### src/hw/rtl/gconn_pkg.sv
`timescale 1ns / 1ps

package gconn_pkg;

	localparam int CMP_W = 9;
	localparam int PADDR_W = 3;
	localparam int PDATA_W = 32;
	localparam int VCOUNT_W = 6;
	localparam int VERTEX_W = 5;

	localparam logic [PADDR_W-1:0] ADDR_VERTEX_COUNT = 3'd0;
	localparam logic [VCOUNT_W-1:0] VERTEX_COUNT_RESET = 6'd32;

	typedef enum logic [1:0] {
		REQ_ADD   = 2'd0,
		REQ_QUERY = 2'd1,
		REQ_CLEAR = 2'd2
	} req_type_t;

	typedef struct packed {
		logic clear;
		logic add;
		logic start;
		logic step;
	} cell_ctrl_t;

	typedef struct packed {
		logic all_reached;
		logic any_change;
	} link_t;

endpackage

### src/hw/rtl/gconn_req_if.sv
`timescale 1ns / 1ps

interface gconn_req_if;
	logic                             valid;
	logic                             ready;
	logic [1:0]                       req_type;
	logic [gconn_pkg::VERTEX_W-1:0]   vertex_a;
	logic [gconn_pkg::VERTEX_W-1:0]   vertex_b;

	modport source (output valid, output req_type, output vertex_a, output vertex_b, input ready);
	modport sink (input valid, input req_type, input vertex_a, input vertex_b, output ready);
endinterface

### src/hw/rtl/gconn_res_if.sv
`timescale 1ns / 1ps

interface gconn_res_if;
	logic valid;
	logic ready;
	logic connected;

	modport source (output valid, output connected, input ready);
	modport sink (input valid, input connected, output ready);
endinterface

### src/hw/rtl/gconn_cell.sv
`timescale 1ns / 1ps

module gconn_cell #(
	parameter int MAX_VERTICES = 32,
	parameter int INDEX = 0
) (
	input  logic                      clk,
	input  logic                      arst_n,
	input  gconn_pkg::cell_ctrl_t     ctrl,
	input  logic                      in_use,
	input  logic [MAX_VERTICES-1:0]   mask_a,
	input  logic [MAX_VERTICES-1:0]   mask_b,
	input  logic [MAX_VERTICES-1:0]   visited_vec,
	input  gconn_pkg::link_t          link_in,
	output logic                      visited,
	output gconn_pkg::link_t          link_out
);

	logic [MAX_VERTICES-1:0] row_q;
	logic                    visited_q;
	logic                    vis_next;

	always_comb begin
		vis_next = in_use & (visited_q | (|(row_q & visited_vec)));
		link_out.all_reached = link_in.all_reached & (visited_q | ~in_use);
		link_out.any_change = link_in.any_change | (vis_next != visited_q);
	end

	assign visited = visited_q;

	always_ff @(posedge clk or negedge arst_n) begin
		if (!arst_n) begin
			row_q <= '0;
			visited_q <= 1'b0;
		end else begin
			if (ctrl.clear) begin
				row_q <= '0;
			end else if (ctrl.add) begin
				row_q <= row_q | (mask_a[INDEX] ? mask_b : '0) | (mask_b[INDEX] ? mask_a : '0);
			end
			if (ctrl.start) begin
				visited_q <= 1'(INDEX == 0);
			end else if (ctrl.step) begin
				visited_q <= vis_next;
			end
		end
	end

endmodule

### src/hw/rtl/graph_connectivity_check_unit.sv
`timescale 1ns / 1ps

// Channel   Dir  Beat fields                          Handshake
// req       in   req_type, vertex_a, vertex_b         valid/ready
// res       out  connected                            valid/ready
// apb       in   vertex_count at offset 0             psel/penable/pready
//
// Add and clear beats are taken one per cycle while no query is in progress.
// A query floods reachability from vertex 0 through the cell chain, one hop per cycle,
// and the search ends once a step changes no visited bit, so its length is set by
// the longest shortest path from vertex 0; a graph of at most one vertex skips it.
// Reset clears the adjacency rows and the visited bits at once; no sweep follows.
// A result waiting in the output register does not stop add and clear beats, but a
// finished query holds the request channel until the previous result beat is taken.

module graph_connectivity_check_unit #(
	parameter int MAX_VERTICES = 32
) (
	input  logic                               clk,
	input  logic                               arst_n,
	input  logic                               psel,
	input  logic                               penable,
	input  logic                               pwrite,
	input  logic [gconn_pkg::PADDR_W-1:0]      paddr,
	input  logic [gconn_pkg::PDATA_W-1:0]      pwdata,
	output logic [gconn_pkg::PDATA_W-1:0]      prdata,
	output logic                               pready,
	gconn_req_if.sink                          req,
	gconn_res_if.source                        res
);

	localparam int CmpW = gconn_pkg::CMP_W;

	typedef enum logic [1:0] {
		ST_IDLE,
		ST_SEARCH,
		ST_FLUSH
	} state_t;

	state_t                              state_q;
	logic [gconn_pkg::VCOUNT_W-1:0]      vertex_count_q;
	logic                                res_valid_q;
	logic                                res_conn_q;
	logic                                conn_pend_q;

	logic                                req_fire;
	logic                                small_graph;
	logic                                edge_ok;
	gconn_pkg::cell_ctrl_t               ctrl;
	logic [MAX_VERTICES-1:0]             in_use;
	logic [MAX_VERTICES-1:0]             mask_a;
	logic [MAX_VERTICES-1:0]             mask_b;
	logic [MAX_VERTICES-1:0]             visited;
	gconn_pkg::link_t                    link_w [MAX_VERTICES+1];

	assign pready = 1'b1;
	assign prdata = (paddr == gconn_pkg::ADDR_VERTEX_COUNT) ?
		{{(gconn_pkg::PDATA_W-gconn_pkg::VCOUNT_W){1'b0}}, vertex_count_q} : '0;

	always_ff @(posedge clk or negedge arst_n) begin
		if (!arst_n) begin
			vertex_count_q <= gconn_pkg::VERTEX_COUNT_RESET;
		end else if (psel && penable && pwrite && paddr == gconn_pkg::ADDR_VERTEX_COUNT) begin
			vertex_count_q <= pwdata[gconn_pkg::VCOUNT_W-1:0];
		end
	end

	assign req.ready = (state_q == ST_IDLE);
	assign req_fire = req.valid && req.ready;
	assign small_graph = (vertex_count_q <= gconn_pkg::VCOUNT_W'(1));
	assign edge_ok = (CmpW'(req.vertex_a) < CmpW'(vertex_count_q))
		&& (CmpW'(req.vertex_a) < CmpW'(MAX_VERTICES))
		&& (CmpW'(req.vertex_b) < CmpW'(vertex_count_q))
		&& (CmpW'(req.vertex_b) < CmpW'(MAX_VERTICES));

	always_comb begin
		ctrl.clear = req_fire && req.req_type == gconn_pkg::REQ_CLEAR;
		ctrl.add = req_fire && req.req_type == gconn_pkg::REQ_ADD && edge_ok;
		ctrl.start = req_fire && req.req_type == gconn_pkg::REQ_QUERY && !small_graph;
		ctrl.step = (state_q == ST_SEARCH);
	end

	always_comb begin
		for (int j = 0; j < MAX_VERTICES; j++) begin
			in_use[j] = CmpW'(j) < CmpW'(vertex_count_q);
			mask_a[j] = CmpW'(j) == CmpW'(req.vertex_a);
			mask_b[j] = CmpW'(j) == CmpW'(req.vertex_b);
		end
	end

	assign link_w[0] = '{all_reached: 1'b1, any_change: 1'b0};

	for (genvar i = 0; i < MAX_VERTICES; i++) begin : g_cell
		gconn_cell #(
			.MAX_VERTICES(MAX_VERTICES),
			.INDEX(i)
		) u_cell (
			.clk(clk),
			.arst_n(arst_n),
			.ctrl(ctrl),
			.in_use(in_use[i]),
			.mask_a(mask_a),
			.mask_b(mask_b),
			.visited_vec(visited),
			.link_in(link_w[i]),
			.visited(visited[i]),
			.link_out(link_w[i+1])
		);
	end

	always_ff @(posedge clk or negedge arst_n) begin
		if (!arst_n) begin
			state_q <= ST_IDLE;
			res_valid_q <= 1'b0;
			res_conn_q <= 1'b0;
			conn_pend_q <= 1'b0;
		end else begin
			if (res_valid_q && res.ready && state_q != ST_FLUSH) begin
				res_valid_q <= 1'b0;
			end
			case (state_q)
				ST_IDLE: begin
					if (req_fire && req.req_type == gconn_pkg::REQ_QUERY) begin
						if (small_graph) begin
							conn_pend_q <= 1'b1;
							state_q <= ST_FLUSH;
						end else begin
							state_q <= ST_SEARCH;
						end
					end
				end
				ST_SEARCH: begin
					if (!link_w[MAX_VERTICES].any_change) begin
						conn_pend_q <= link_w[MAX_VERTICES].all_reached;
						state_q <= ST_FLUSH;
					end
				end
				ST_FLUSH: begin
					if (!res_valid_q || res.ready) begin
						res_valid_q <= 1'b1;
						res_conn_q <= conn_pend_q;
						state_q <= ST_IDLE;
					end
				end
				default: begin
					state_q <= ST_IDLE;
				end
			endcase
		end
	end

	assign res.valid = res_valid_q;
	assign res.connected = res_conn_q;

	// The search root stays marked for the whole walk.
	assert property (@(posedge clk) disable iff (!arst_n)
		state_q == ST_SEARCH |-> visited[0])
		else $error("root vertex lost its visited mark during a search");

	// Vertices outside the active count are never marked.
	assert property (@(posedge clk) disable iff (!arst_n)
		state_q == ST_SEARCH |-> (visited & ~in_use) == '0)
		else $error("vertex outside the active count was marked");

	// A query on a graph of at most one vertex goes straight to the output stage.
	assert property (@(posedge clk) disable iff (!arst_n)
		(req_fire && req.req_type == gconn_pkg::REQ_QUERY && small_graph)
		|=> (state_q == ST_FLUSH && conn_pend_q))
		else $error("trivial query did not resolve as connected");

	// Leaving the output stage always loads a result beat.
	assert property (@(posedge clk) disable iff (!arst_n)
		(state_q == ST_FLUSH && (!res_valid_q || res.ready)) |=> res_valid_q)
		else $error("result beat was not loaded");

endmodule

### src/flat_wrapper.sv
// flat-port wrapper written by rule: the top's interface ports become plain ports
module graph_connectivity_check_unit_flat 
#(
	parameter int MAX_VERTICES = 32
)
  (clk, arst_n, psel, penable, pwrite, paddr, pwdata, prdata, pready, req_valid, req_req_type, req_vertex_a, req_vertex_b, req_ready, res_valid, res_connected, res_ready);
  gconn_req_if req_i ();
  gconn_res_if res_i ();
  input  logic clk;
  input  logic arst_n;
  input  logic psel;
  input  logic penable;
  input  logic pwrite;
  input  logic [gconn_pkg::PADDR_W-1:0] paddr;
  input  logic [gconn_pkg::PDATA_W-1:0] pwdata;
  output logic [gconn_pkg::PDATA_W-1:0] prdata;
  output logic pready;
  input wire logic [$bits(req_i.valid)-1:0] req_valid;
  input wire logic [$bits(req_i.req_type)-1:0] req_req_type;
  input wire logic [$bits(req_i.vertex_a)-1:0] req_vertex_a;
  input wire logic [$bits(req_i.vertex_b)-1:0] req_vertex_b;
  output wire logic [$bits(req_i.ready)-1:0] req_ready;
  output wire logic [$bits(res_i.valid)-1:0] res_valid;
  output wire logic [$bits(res_i.connected)-1:0] res_connected;
  input wire logic [$bits(res_i.ready)-1:0] res_ready;
  assign req_i.valid = req_valid;
  assign req_i.req_type = req_req_type;
  assign req_i.vertex_a = req_vertex_a;
  assign req_i.vertex_b = req_vertex_b;
  assign req_ready = req_i.ready;
  assign res_valid = res_i.valid;
  assign res_connected = res_i.connected;
  assign res_i.ready = res_ready;
  graph_connectivity_check_unit #(.MAX_VERTICES(MAX_VERTICES)) u_core (.clk(clk), .arst_n(arst_n), .psel(psel), .penable(penable), .pwrite(pwrite), .paddr(paddr), .pwdata(pwdata), .prdata(prdata), .pready(pready), .req(req_i), .res(res_i));
endmodule
### config.mk
export PLATFORM = sky130hd
export DESIGN_NAME = graph_connectivity_check_unit_flat
export DESIGN_NICKNAME = d
export VERILOG_FILES = /design/src/hw/rtl/gconn_pkg.sv /design/src/hw/rtl/gconn_req_if.sv /design/src/hw/rtl/gconn_res_if.sv /design/src/hw/rtl/gconn_cell.sv /design/src/hw/rtl/graph_connectivity_check_unit.sv /design/src/flat_wrapper.sv
export SDC_FILE = /design/constraint.sdc
export NUM_CORES = 2
export LEC_CHECK = 0
export BUFFER_PORTS_ARGS = -buffer_cell sky130_fd_sc_hd__buf_2
export CAP_MARGIN = 30
export CORE_MARGIN = 2
export CORE_UTILIZATION = 25
export DETAILED_ROUTE_END_ITERATION = 8
export GPL_TIMING_DRIVEN = 0
export MAX_ROUTING_LAYER = met4
export PLACE_DENSITY_LB_ADDON = 0.2
export SLEW_MARGIN = 20
export SYNTH_ARGS = -nofsm -noshare
export SYNTH_HDL_FRONTEND = slang
export SYNTH_SLANG_ARGS = --single-unit
### constraint.sdc
create_clock -name clk -period 3.8 [get_ports clk]
set_clock_uncertainty 0.05 [all_clocks]
set_input_delay 0.57 -clock clk [delete_from_list [all_inputs] [get_ports clk]]
set_output_delay 0.57 -clock clk [all_outputs]
set_load 0.05 [all_outputs]
==> flow_summary.ini <==
[outcome]
status = finished with violations
failed_checks = negative setup slack

[detailed_routing]
wirelength_mm = 493.2
drtIter0Drc = 9157
drc = 0
via_per_inst = 6.674
dr_total_vias = 53630
dr.pass1.iters = 8
postRouteAntennaNets = 0
wl_per_cell_um = 61.38

[grt]
gr-total-overflow = 0
grt_max_degree = 113
antenna_found_initial = 73
grt_pass1_wl_mm = 600.3
grt_use_total_pct = 51.68
grt_pass1_vias = 48410

[yosys]
synthAdderAreaFrac_pct = 0.2136
synth_edf_count = 0
yosysWarningCount = 0
seq_area_frac_synth_pct = 55.27
synth_mux_area_share_pct = 0.04539
yosys.area_share.simple_pct = 8.896
synth-main-ff-cell = dfrtp_1
ys_ff_latch = 1035
postSynth.asyncResetShare_pct = 100.0
synth_top_family_by_area = compound AO/OA/AOI/OAI gates
syn_avg_cell_area_sq_um = 9.831
synth_compound_area_share_pct = 30.42
synth_xor_area_share_pct = 0.4672
syn-instance-count = 4767
syn_area_sq_um = 46860
ys_types = 63

[critical_path]
crit_path_start_kind = register
cp-end-kind = register
cp_max_fo = 7
path_class = reg2reg
critPathRequiredTime_ps = 4460
cp.arrival_ps = 4820

[clock_network]
h-tree-depth = 4
cts.clk_slew.worst_paths_ps = 60
cts.sinks = 1035
clk_path_buf_depth = 3
cts_tree = yes
cts_root_buf = clkbuf_16
worstSkewPairLatency_ps = 850
cts-buffers-inserted = 139

[power]
ir_worst_vdd_uv = 349.5
p_leak_nw = 28.62
p_per_area_nw_per_um2 = 462.7

[die]
rows = 158
fp.coreArea_sq_um = 185800
initial_core_util_pct = 25.22
die_w_um = 437.0
die-area_sq_um = 190900
io_pins = 90
die_height_um = 437.0

[place]
dp_cells = 7541
dpl.hpwl_mm = 387.6
pre_cts_ws_ps = -2460
place.gp.congestion = 1.073
port_buffers = 36

[timing]
final.period_utilization_pct = 109.4
worstMarginPinSlew_ps = 1290
finalSetupViolations = 127
finalCriticalPeriod_ps = 4159
holdWs_ps = 53.57
clock.fmax_ghz = 0.2405
finalHoldViolCount = 0
drv_slew = 0
worst_slack_ps = -358.6
relSlewSlack_pct = 13.98
rsz0062_at_grt = true

[layout]
postLayoutCoreUtil_pct = 35.26
drive_above_1_share_pct = 24.37
syn_to_final_growth_pct = 39.81
finalNonFillerCells = 8035
finalNetCount = 5440

[run]
maxCapViolations = 0

[min_path]
hold_path.class = in2reg
## stage by stage
step	TNS (ps)	total power, mW	area [sq um]
after detailed placement	-1776380	15.82	54840
after CTS	-350.1	29.82	63560
after floorplan	0	13.01	46960
after global routing	-508.0	30.55	65450
after global placement	-	15.53	50240
final	-8121	30.31	65520
## path summary, 6_finish.rpt
kind	to	from	slack (ps)	cells past startpoint
max in group asynchronous	u_core.g_cell[30].u_cell.row_q[4]	arst_n	1080	6
min in group asynchronous	u_core.g_cell[8].u_cell.row_q[28]	arst_n	190	2
setup / recovery	u_core.state_q[0]	u_core.g_cell[10].u_cell.visited	-360	12
hold reg to reg	u_core.g_cell[23].u_cell.row_q[8]	u_core.g_cell[23].u_cell.row_q[8]	430	1
hold / removal	u_core.res.valid	res_ready	50	3
setup reg to reg	u_core.state_q[0]	u_core.g_cell[10].u_cell.visited	-360	12
## metal layers
| metal | share of wire (%) | wire length (um) | GRT usage, % |
|---|---|---|---|
| met2 | 39 | 190000 | 67.18 |
| met5 | 0 | 0 | - |
| met1 | 38 | 187000 | 60.90 |
| met4 | 11 | 51870 | 42.22 |
| met3 | 13 | 64280 | 22.38 |
## worst max-delay path: stages (launching register included)
cell      delay (ps)
dfrtp_2          430
buf_12           170
buf_4            240
buf_12           190
a22o_1           330
a221oi_1         290
nand4_1          450
o31a_1           440
xor2_1           160
nor4_1           330
nand4_1          310
or2_4            360
a32o_1           210
## layout by cell type (no fill, tap or decap), types with 60 or more instances in the layout
cell,instances
o22ai_2,96
o22ai_1,361
clkbuf_2,92
a22oi_1,195
a22o_1,137
buf_6,101
diode_2,73
dfrtp_1,1021
buf_12,97
a221oi_1,84
nor2_1,613
clkbuf_16,174
buf_16,60
o21a_1,333
a21oi_1,677
o22ai_4,60
nand2_1,138
clkbuf_1,242
buf_4,217
## timing repair
| action | 4_1_cts | 5_1_grt |
|---|---|---|
| endpoints found under the setup margin | 1002 | 632 |
| hold buffers | 7 | 0 |
| hold endpoints to repair | 70 | 0 |
| buffers inserted | 79 | 85 |
| resized for setup | 686 | 265 |
| pin swaps | 70 | 77 |
| gates cloned | 2 | 7 |
## logic make-up after synthesis
group / Yosys count
muxes: 2
adders and majority gates: 8
other: 2
xor gates and xnor gates: 25
and+or+nand+nor: 977
buffers and inverters: 551
AOI/OAI and AO/OA: 2167
DFF: 1035
## Yosys cell counts, drive strengths merged (12+ instances only)
| master | number | share of area (%) |
|---|---|---|
| nand2 | 144 | 1.2 |
| nor3 | 21 | 0.22 |
| clkbuf | 470 | 3.8 |
| o21ai | 23 | 0.25 |
| a22o | 142 | 2.7 |
| a21oi | 686 | 7.3 |
| nand4 | 51 | 0.68 |
| o22ai | 517 | 6.9 |
| a21o | 47 | 0.75 |
| buf | 72 | 0.83 |
| and2 | 12 | 0.16 |
| xor2 | 16 | 0.30 |
| a22oi | 238 | 3.8 |
| nor2 | 618 | 5.0 |
| dfrtp | 1034 | 55 |
| o21a | 333 | 5.3 |
| a221oi | 123 | 2.3 |
| and3 | 14 | 0.19 |
| nand3 | 55 | 0.59 |
## flip-flops by register name (all words and copies together), names as in the netlist
signal	cells
u_core.conn_pend_q	1
u_core.g_cell.u_cell.row_q	992
u_core.g_cell.u_cell.visited	32
u_core.res.connected	1
u_core.res.valid	1
u_core.state_q	2
u_core.vertex_count_q	6
## power by group
group          total, mW  internal (mW)  switching, mW
clock network       13.8           7.76           5.99
registers           11.4           11.2          0.226
logic               5.14           1.20           3.94
## area by class of cell
class / count / area (sq um)
multi-input combinational: 3206 / 21610
tap: 2480 / 3103
antenna: 73 / 182.7
clock buffer: 207 / 4096
fill: 19000 / 120300
timing repair buffer: 460 / 6171
buffer: 527 / 3954
inverter: 9 / 48.80
clock inverter: 38 / 431.7
sequential: 1035 / 25920
No activity file was read; power rests on OpenSTA's default activity.
